<file path="src/sv/recurrence_matrix_power_assert.svh">
// Assertion macros for the recurrence matrix power block.
// Used by recurrence_matrix_power.sv; expects clk and rst in scope.
`ifndef RECURRENCE_MATRIX_POWER_ASSERT_SVH
`define RECURRENCE_MATRIX_POWER_ASSERT_SVH

// Consequent must hold in the same cycle as the antecedent.
`define RMP_ASSERT_SAME(lbl, ante, cons, msg) \
  lbl: assert property (@(posedge clk) disable iff (rst) (ante) |-> (cons)) else $error(msg);

// Consequent must hold in the cycle after the antecedent.
`define RMP_ASSERT_NEXT(lbl, ante, cons, msg) \
  lbl: assert property (@(posedge clk) disable iff (rst) (ante) |=> (cons)) else $error(msg);

`endif

</file>
<file path="src/sv/rmp_pkg.sv">
// Package for the recurrence matrix power block: widths, types, microcode.
// No dependencies; used by rmp_ifs.sv and recurrence_matrix_power.sv.
package rmp_pkg;

  localparam int WORD_W  = 32;  // arithmetic wraps modulo 2^WORD_W
  localparam int COEF_W  = 32;
  localparam int INDEX_W = 31;
  localparam int OUT_W   = 32;
  localparam int REG_W   = 2;   // configuration register index
  localparam int PC_W    = 4;

  typedef logic [WORD_W-1:0]  word_t;
  typedef logic [COEF_W-1:0]  coef_t;
  typedef logic [INDEX_W-1:0] index_t;
  typedef logic [OUT_W-1:0]   out_t;
  typedef logic [REG_W-1:0]   reg_idx_t;
  typedef logic [PC_W-1:0]    pc_t;
  typedef logic [1:0]         rc_t;    // matrix row or column
  typedef logic [3:0]         ent_t;   // flat 3x3 entry index

  // Configuration register indexes
  localparam reg_idx_t REG_COEF_A = 2'd0;
  localparam reg_idx_t REG_COEF_B = 2'd1;
  localparam reg_idx_t REG_COEF_C = 2'd2;

  // Datapath operations of one microcode step
  typedef enum logic [3:0] {
    OP_WAIT,    // take a word from the request channel
    OP_LOAD,    // set up base, accumulator and exponent
    OP_NOP,     // branch only
    OP_MULAB,   // product = acc * base
    OP_COPYA,   // acc = product
    OP_MULBB,   // product = base * base
    OP_COPYB,   // base = product
    OP_SHIFT,   // exponent >>= 1
    OP_FINISH   // form the term and hand it to the response register
  } op_t;

  // Branch conditions
  typedef enum logic [1:0] {
    CND_NEXT,
    CND_ALWAYS,
    CND_EXP_ZERO,
    CND_BIT_CLR
  } cnd_t;

  typedef struct packed {
    op_t  op;
    cnd_t cnd;
    pc_t  target;
  } uword_t;

  // Program addresses
  localparam pc_t PC_WAIT   = 4'd0;
  localparam pc_t PC_LOAD   = 4'd1;
  localparam pc_t PC_TEST   = 4'd2;
  localparam pc_t PC_BIT    = 4'd3;
  localparam pc_t PC_MULAB  = 4'd4;
  localparam pc_t PC_COPYA  = 4'd5;
  localparam pc_t PC_SQUARE = 4'd6;
  localparam pc_t PC_COPYB  = 4'd7;
  localparam pc_t PC_SHIFT  = 4'd8;
  localparam pc_t PC_FINISH = 4'd9;
  localparam pc_t PC_LAST   = PC_FINISH;

  // Control store: square-and-multiply over the exponent bits
  function automatic uword_t ucode(input pc_t pc);
    uword_t w;
    case (pc)
      PC_WAIT:   w = '{op: OP_WAIT,   cnd: CND_NEXT,     target: PC_WAIT};
      PC_LOAD:   w = '{op: OP_LOAD,   cnd: CND_NEXT,     target: PC_WAIT};
      PC_TEST:   w = '{op: OP_NOP,    cnd: CND_EXP_ZERO, target: PC_FINISH};
      PC_BIT:    w = '{op: OP_NOP,    cnd: CND_BIT_CLR,  target: PC_SQUARE};
      PC_MULAB:  w = '{op: OP_MULAB,  cnd: CND_NEXT,     target: PC_WAIT};
      PC_COPYA:  w = '{op: OP_COPYA,  cnd: CND_NEXT,     target: PC_WAIT};
      PC_SQUARE: w = '{op: OP_MULBB,  cnd: CND_NEXT,     target: PC_WAIT};
      PC_COPYB:  w = '{op: OP_COPYB,  cnd: CND_NEXT,     target: PC_WAIT};
      PC_SHIFT:  w = '{op: OP_SHIFT,  cnd: CND_ALWAYS,   target: PC_TEST};
      PC_FINISH: w = '{op: OP_FINISH, cnd: CND_ALWAYS,   target: PC_WAIT};
      default:   w = '{op: OP_NOP,    cnd: CND_ALWAYS,   target: PC_WAIT};
    endcase
    return w;
  endfunction

  // Flat index of entry (r, c) in a row-major 3x3 matrix
  function automatic ent_t ent(input rc_t r, input rc_t c);
    return {2'b00, r} + {1'b0, r, 1'b0} + {2'b00, c};
  endfunction

endpackage

</file>
<file path="src/sv/rmp_ifs.sv">
// Channel interfaces of the recurrence matrix power block.
// Depends on rmp_pkg for payload types.
interface rmp_req_if;
  logic            valid;
  logic            ready;
  rmp_pkg::index_t term_index;
  modport source (output valid, output term_index, input ready);
  modport sink   (input valid, input term_index, output ready);
endinterface

interface rmp_rsp_if;
  logic          valid;
  logic          ready;
  rmp_pkg::out_t term_value;
  modport source (output valid, output term_value, input ready);
  modport sink   (input valid, input term_value, output ready);
endinterface

interface rmp_cfg_if;
  logic              valid;
  logic              ready;
  rmp_pkg::reg_idx_t index;
  rmp_pkg::coef_t    data;
  modport source (output valid, output index, output data, input ready);
  modport sink   (input valid, input index, input data, output ready);
endinterface

</file>
<file path="src/sv/recurrence_matrix_power.sv">
// Top level of the recurrence matrix power block: microcoded sequencer and datapath.
// Depends on rmp_pkg, rmp_ifs.sv and recurrence_matrix_power_assert.svh.
`include "recurrence_matrix_power_assert.svh"

// Returns F(n) of F(n) = a*F(n-1) + b*F(n-2) + c*F(n-3), F(0)=0, F(1)=F(2)=1,
// modulo 2^32, with a, b, c in configuration registers 0..2 (reset 1). One
// request word is taken at a time; a response is held in an output register, so
// the next request is taken while the previous term waits to be read. The
// companion matrix is raised to n-2 by square-and-multiply, driven by a ten-step
// control store. Each 3x3 product runs through a single 32x32 multiplier and
// adder, one multiply-accumulate per cycle. Configuration writes are always
// accepted and must only come while no request is in flight.
module recurrence_matrix_power (
  input logic     clk,
  input logic     rst,
  rmp_cfg_if.sink cfg,
  rmp_req_if.sink req,
  rmp_rsp_if.source rsp
);

  // Configuration registers
  rmp_pkg::coef_t coef_a;
  rmp_pkg::coef_t coef_b;
  rmp_pkg::coef_t coef_c;

  // Sequencer
  rmp_pkg::pc_t    pc;
  rmp_pkg::pc_t    pc_next;
  rmp_pkg::uword_t cw;
  logic            step_done;
  logic            take;

  // Datapath registers
  rmp_pkg::index_t n;
  rmp_pkg::index_t expo;
  rmp_pkg::word_t  acc  [9];
  rmp_pkg::word_t  base [9];
  rmp_pkg::word_t  bsh  [9];   // copy of base for the right-hand operand port
  rmp_pkg::word_t  prod_m [9]; // result of the running product

  // Multiply-accumulate pipeline
  rmp_pkg::rc_t   mi, mj, mk;
  rmp_pkg::rc_t   pi, pj, pk;
  logic           pipe_v;
  logic           issued_all;
  rmp_pkg::word_t prod;
  rmp_pkg::word_t psum;
  rmp_pkg::word_t sum;
  rmp_pkg::word_t x_op;
  rmp_pkg::word_t y_op;
  logic           is_mul;
  logic           issue;
  logic           mac_last;
  logic           pipe_last;

  // Response register
  logic          rsp_valid;
  rmp_pkg::out_t rsp_value;

  assign cw = rmp_pkg::ucode(pc);

  assign cfg.ready      = 1'b1;
  assign req.ready      = (cw.op == rmp_pkg::OP_WAIT);
  assign rsp.valid      = rsp_valid;
  assign rsp.term_value = rsp_value;

  // Hold configuration
  always_ff @(posedge clk) begin
    if (rst) begin
      coef_a <= rmp_pkg::coef_t'(1);
      coef_b <= rmp_pkg::coef_t'(1);
      coef_c <= rmp_pkg::coef_t'(1);
    end else if (cfg.valid) begin
      case (cfg.index)
        rmp_pkg::REG_COEF_A: coef_a <= cfg.data;
        rmp_pkg::REG_COEF_B: coef_b <= cfg.data;
        rmp_pkg::REG_COEF_C: coef_c <= cfg.data;
        default: ;
      endcase
    end
  end

  // Operand selection and accumulate
  assign is_mul    = (cw.op == rmp_pkg::OP_MULAB) || (cw.op == rmp_pkg::OP_MULBB);
  assign issue     = is_mul && !issued_all;
  assign mac_last  = (mi == 2'd2) && (mj == 2'd2) && (mk == 2'd2);
  assign pipe_last = pipe_v && (pi == 2'd2) && (pj == 2'd2) && (pk == 2'd2);
  assign x_op = (cw.op == rmp_pkg::OP_MULAB) ? acc[rmp_pkg::ent(mi, mk)]
                                             : base[rmp_pkg::ent(mi, mk)];
  assign y_op = bsh[rmp_pkg::ent(mk, mj)];
  assign sum  = ((pk == 2'd0) ? '0 : psum) + prod;

  // Step completion and branch decision
  always_comb begin
    case (cw.op)
      rmp_pkg::OP_WAIT:   step_done = req.valid;
      rmp_pkg::OP_MULAB,
      rmp_pkg::OP_MULBB:  step_done = pipe_last;
      rmp_pkg::OP_FINISH: step_done = !rsp_valid || rsp.ready;
      default:            step_done = 1'b1;
    endcase
    case (cw.cnd)
      rmp_pkg::CND_ALWAYS:   take = 1'b1;
      rmp_pkg::CND_EXP_ZERO: take = (expo == '0);
      rmp_pkg::CND_BIT_CLR:  take = !expo[0];
      default:               take = 1'b0;
    endcase
    if (!step_done) begin
      pc_next = pc;
    end else if (take) begin
      pc_next = cw.target;
    end else begin
      pc_next = pc + rmp_pkg::pc_t'(1);
    end
  end

  // Advance the sequencer, the MAC counters and the response handshake
  always_ff @(posedge clk) begin
    if (rst) begin
      pc         <= rmp_pkg::PC_WAIT;
      mi         <= '0;
      mj         <= '0;
      mk         <= '0;
      pipe_v     <= 1'b0;
      issued_all <= 1'b0;
      rsp_valid  <= 1'b0;
    end else begin
      pc     <= pc_next;
      pipe_v <= issue;
      if (issue) begin
        if (mac_last) begin
          issued_all <= 1'b1;
        end
        if (mk == 2'd2) begin
          mk <= '0;
          if (mj == 2'd2) begin
            mj <= '0;
            mi <= (mi == 2'd2) ? '0 : mi + 2'd1;
          end else begin
            mj <= mj + 2'd1;
          end
        end else begin
          mk <= mk + 2'd1;
        end
      end else if (pipe_last) begin
        issued_all <= 1'b0;
      end
      if (cw.op == rmp_pkg::OP_FINISH && step_done) begin
        rsp_valid <= 1'b1;
      end else if (rsp.ready) begin
        rsp_valid <= 1'b0;
      end
    end
  end

  // Datapath: load, multiply-accumulate, copy, shift, finish
  always_ff @(posedge clk) begin
    if (issue) begin
      prod <= rmp_pkg::word_t'(x_op * y_op);
      pi   <= mi;
      pj   <= mj;
      pk   <= mk;
    end
    if (pipe_v) begin
      psum <= sum;
      if (pk == 2'd2) begin
        prod_m[rmp_pkg::ent(pi, pj)] <= sum;
      end
    end
    case (cw.op)
      rmp_pkg::OP_WAIT: begin
        if (req.valid) begin
          n <= req.term_index;
        end
      end
      rmp_pkg::OP_LOAD: begin
        // Companion matrix in base and its operand copy
        base[0] <= rmp_pkg::word_t'(coef_a);
        base[1] <= rmp_pkg::word_t'(coef_b);
        base[2] <= rmp_pkg::word_t'(coef_c);
        base[3] <= rmp_pkg::word_t'(1);
        base[4] <= '0;
        base[5] <= '0;
        base[6] <= '0;
        base[7] <= rmp_pkg::word_t'(1);
        base[8] <= '0;
        bsh[0]  <= rmp_pkg::word_t'(coef_a);
        bsh[1]  <= rmp_pkg::word_t'(coef_b);
        bsh[2]  <= rmp_pkg::word_t'(coef_c);
        bsh[3]  <= rmp_pkg::word_t'(1);
        bsh[4]  <= '0;
        bsh[5]  <= '0;
        bsh[6]  <= '0;
        bsh[7]  <= rmp_pkg::word_t'(1);
        bsh[8]  <= '0;
        // Zero index leaves acc at zero; indexes one and two keep identity
        acc[0]  <= (n != '0) ? rmp_pkg::word_t'(1) : '0;
        acc[1]  <= '0;
        acc[2]  <= '0;
        acc[3]  <= '0;
        acc[4]  <= (n != '0) ? rmp_pkg::word_t'(1) : '0;
        acc[5]  <= '0;
        acc[6]  <= '0;
        acc[7]  <= '0;
        acc[8]  <= (n != '0) ? rmp_pkg::word_t'(1) : '0;
        expo <= (n >= rmp_pkg::index_t'(3)) ? n - rmp_pkg::index_t'(2) : '0;
      end
      rmp_pkg::OP_COPYA: begin
        for (int e = 0; e < 9; e++) begin
          acc[e] <= prod_m[e];
        end
      end
      rmp_pkg::OP_COPYB: begin
        for (int e = 0; e < 9; e++) begin
          base[e] <= prod_m[e];
          bsh[e]  <= prod_m[e];
        end
      end
      rmp_pkg::OP_SHIFT: begin
        expo <= expo >> 1;
      end
      rmp_pkg::OP_FINISH: begin
        if (step_done) begin
          rsp_value <= rmp_pkg::out_t'(acc[0] + acc[1]);
        end
      end
      default: ;
    endcase
  end

  // Checks
  `RMP_ASSERT_SAME(a_pc_range, 1'b1, pc <= rmp_pkg::PC_LAST, "sequencer left the program")
  `RMP_ASSERT_SAME(a_finish_exp_zero, cw.op == rmp_pkg::OP_FINISH, expo == '0, "finish with exponent bits left")
  `RMP_ASSERT_SAME(a_mac_in_mul, pipe_v || issued_all, is_mul, "MAC pipeline busy outside a product step")
  `RMP_ASSERT_NEXT(a_rsp_from_finish, cw.op == rmp_pkg::OP_FINISH && step_done, rsp_valid && pc == rmp_pkg::PC_WAIT, "finish did not post a response")

endmodule
</file>
<file path="src/flat_wrapper.sv">
// flat-port wrapper written by rule: the top's interface ports become plain ports
module recurrence_matrix_power_flat 
  (clk, rst, cfg_valid, cfg_index, cfg_data, cfg_ready, req_valid, req_term_index, req_ready, rsp_valid, rsp_term_value, rsp_ready);
  rmp_cfg_if cfg_i ();
  rmp_req_if req_i ();
  rmp_rsp_if rsp_i ();
  input logic clk;
  input logic rst;
  input wire logic [$bits(cfg_i.valid)-1:0] cfg_valid;
  input wire logic [$bits(cfg_i.index)-1:0] cfg_index;
  input wire logic [$bits(cfg_i.data)-1:0] cfg_data;
  output wire logic [$bits(cfg_i.ready)-1:0] cfg_ready;
  input wire logic [$bits(req_i.valid)-1:0] req_valid;
  input wire logic [$bits(req_i.term_index)-1:0] req_term_index;
  output wire logic [$bits(req_i.ready)-1:0] req_ready;
  output wire logic [$bits(rsp_i.valid)-1:0] rsp_valid;
  output wire logic [$bits(rsp_i.term_value)-1:0] rsp_term_value;
  input wire logic [$bits(rsp_i.ready)-1:0] rsp_ready;
  assign cfg_i.valid = cfg_valid;
  assign cfg_i.index = cfg_index;
  assign cfg_i.data = cfg_data;
  assign cfg_ready = cfg_i.ready;
  assign req_i.valid = req_valid;
  assign req_i.term_index = req_term_index;
  assign req_ready = req_i.ready;
  assign rsp_valid = rsp_i.valid;
  assign rsp_term_value = rsp_i.term_value;
  assign rsp_i.ready = rsp_ready;
  recurrence_matrix_power u_core (.clk(clk), .rst(rst), .cfg(cfg_i), .req(req_i), .rsp(rsp_i));
endmodule
</file>
<file path="config.mk">
export PLATFORM = sky130hd
export DESIGN_NAME = recurrence_matrix_power_flat
export DESIGN_NICKNAME = d
export VERILOG_FILES = /design/src/sv/rmp_pkg.sv /design/src/sv/rmp_ifs.sv /design/src/sv/recurrence_matrix_power.sv /design/src/flat_wrapper.sv
export VERILOG_INCLUDE_DIRS = /design/src /design/src/sv
export SDC_FILE = /design/constraint.sdc
export NUM_CORES = 2
export LEC_CHECK = 0
export BUFFER_PORTS_ARGS = -buffer_cell sky130_fd_sc_hd__buf_2
export CORE_MARGIN = 1.5
export CORE_UTILIZATION = 55
export DETAILED_ROUTE_END_ITERATION = 7
export PLACE_DENSITY = 0.71
export SLEW_MARGIN = 20
export SYNTH_ARGS = -nofsm -noshare
export SYNTH_HDL_FRONTEND = slang
export SYNTH_SLANG_ARGS = --single-unit
</file>
<file path="constraint.sdc">
create_clock -name clk -period 25.8 [get_ports clk]
set_input_delay 2.58 -clock clk [delete_from_list [all_inputs] [get_ports clk]]
set_output_delay 2.58 -clock clk [all_outputs]
set_load 0.02 [all_outputs]
</file>
==> impl_metrics.ini <==
[run_status]
status = finished clean

[synth]
synth_top_area_frac = 0.464
synth_xor_xnor_area_share = 0.0218
seq_area_frac_synth = 0.500
synth-compound-area-share = 0.0430
synthesis.area_um2 = 66500
synth_edf_count = 1028
synth-seq-cells = 1146
syn_area_per_cell_um2 = 12.7
synth_ff_type = edfxtp_1
async_reset_ff_frac = 0
synthAdderAreaFrac = 0.163
synth_top_family_by_area = adder cells
yosys-top-cells-count = edfxtp_1 (1028), inv_1 (507), and2_1 (484), nand2_1 (461), fa_1 (416)
synthSimpleGateAreaFrac = 0.129
ys_warn_count = 0
synth_cells = 5239
yosys-top-cells-area = edfxtp_1 (46%), fa_1 (13%), mux4_2 (6.5%)
synth_nets = 5926
yosysTopAreaCell = edfxtp_1
synth.most_common_cell = edfxtp_1
synthMuxAreaShare = 0.0970
synth.distinct_cells = 79

[drt]
dr_total_vias = 41500
vias_per_cell = 5.92
drt_first_pass_iters = 8
drcViolationCount = 0
wl_per_cell_um = 25.5
antenna_left = 0
wirelength_mm = 179
drt_iter0_drc = 4176

[finish]
area_delta_synth_final_pct = 9.65
diodes = 0
nets = 5990
drive_above_1_share = 0.150
n_fill_cell = 9240

[floorplanning]
core_um2 = 120000
die_x_um = 351
start_util = 0.554
die_y_um = 351
io_pins = 105
die_area_um2 = 123000
fp-row-count = 127

[global_routing]
overflow = 0
grt_max_degree = 160
grt_pass1_wl_mm = 268
grtUsageTotal = 0.298
antenna_found_initial = 3
grt_pass1_vias = 42400

[sta]
hold_ws_ns = 0.453
finalSetupTns_ns = 0
relSlewSlack = 0.155
fmax_mhz = 86.4
setup_violations = 0
skew_ns = 0.0709
fin_ws_ns = 14.22
min_period_over_period = 0.449
hold_violations = 0
grt_setup_unrepaired = no
post-route-min-period_ns = 11.58
drv_slew = 0
tightest_slew_ns = 1.26

[clocking]
clk_pin_slew_worst_paths_ns = 0.07
cts.repair.resized = 0
clk_path_buf_depth = 3
cts.htree.levels = 3
cts_tree = built
ctsHoldBuffers = 0
cts_buffers = 116
clk_latency_ns = 0.75
clock-sinks = 1146
cts_setup_buffers = 0
root_buffer = clkbuf_16

[critical_path]
cpPeakStageDelay_ns = 1.05
required_ns = 26.24
end_kind = flop
startpoint_type = flop
criticalPathCategory = reg -> reg
cp_max_fo = 89
worst_path_most_repeated_cell = fa_1
slowest_stage = fa_4
worstPathArrival_ns = 12.02

[place]
dpl.hpwl_mm = 117
globalplace.congestion = 0.929
pre_cts_slack_ns = 14.35
port_buffers = 103

[min_path]
hp-class = reg -> reg

[job]
cap_violations = 0
flip-flops by register name, indices dropped and copies added, names as in the netlist, 4 cells and up:
register / cells
u_core.coef_b: 32
u_core.pc: 4
u_core.prod_m: 288
u_core.psum: 32
u_core.cw: 9
u_core.coef_c: 32
u_core.prod: 32
u_core.base: 128
u_core.bsh: 160
u_core.expo: 31
u_core.n: 31
u_core.coef_a: 32
u_core.rsp.term_value: 32
u_core.acc: 288
layout make-up:
class                           instances  area, um2  area share
Clock buffer                          154       3150      0.0432
Clock inverter                         63        719     0.00987
Inverter                              507       1900      0.0261
Multi-Input combinational cell       3327      30600       0.419
Sequential cell                      1146      33200       0.456
Tap cell                             1612       2020      0.0277
Timing Repair Buffer                  205       1310      0.0180
layout by cell type (no fill, tap or decap), types with 116 or more instances in the layout:
master	instances
and2_1	484
a21oi_1	192
edfxtp_1	1028
clkbuf_16	116
dfxtp_1	117
inv_1	507
fa_1	414
ha_1	197
nor2_1	388
nand2_1	461
mux4_2	193
xnor2_1	124
cells by family after synthesis:
| family | after synthesis |
|---|---|
| DFF | 1146 |
| xor gates and xnor gates | 163 |
| muxes | 368 |
| other | 1 |
| buffers and inverters | 766 |
| AOI/OAI and AO/OA | 466 |
| and+or+nand+nor | 1712 |
| adders and majority gates | 617 |
routing by layer:
layer	vias to the layer above	routed length [um]	global-route usage
li1	18100	-	-
met1	21100	70000	0.400
met2	1924	85700	0.485
met3	381	15600	0.0534
met4	0	7710	0.115
met5	-	0	0
through the flow:
stage	utilization	std cells	area, um2
after floorplan	-	5239	66500
after global placement	0.575	6797	69000
after detailed placement	0.575	6797	69000
after CTS	0.607	7014	72900
after global routing	0.608	7014	72900
final	0.608	7014	72900
worst max-delay path, delay by kind of cell, from the launching register on:
kind,cells,cell delay [ns]
adder cells (fa/ha/maj),12,5.82
AO/OA/AOI/OAI,9,2.47
buffers and inverters,8,1.07
multiplexers,2,0.89
AND/OR/NAND/NOR,3,0.45
flip-flops,1,0.38
XOR/XNOR,1,0.08
final timing paths:
| check | startpoint | end | slack (ns) | cells past startpoint |
|---|---|---|---|---|
| max | u_core.mk[1]$_SDFFE_PP0P_ | u_core.prod[29]$_DFFE_PP_ | 14.22 | 35 |
| min | u_core.coef_a[9]$_SDFFE_PP0P_ | u_core.coef_a[9]$_SDFFE_PP0P_ | 0.45 | 2 |
| min reg2reg | u_core.coef_a[9]$_SDFFE_PP0P_ | u_core.coef_a[9]$_SDFFE_PP0P_ | 0.45 | 2 |
| max reg2reg | u_core.mk[1]$_SDFFE_PP0P_ | u_core.prod[29]$_DFFE_PP_ | 14.22 | 35 |
Power is not shown: default switching activity piles up to over one toggle a cycle in this logic, so the estimate is an artifact.
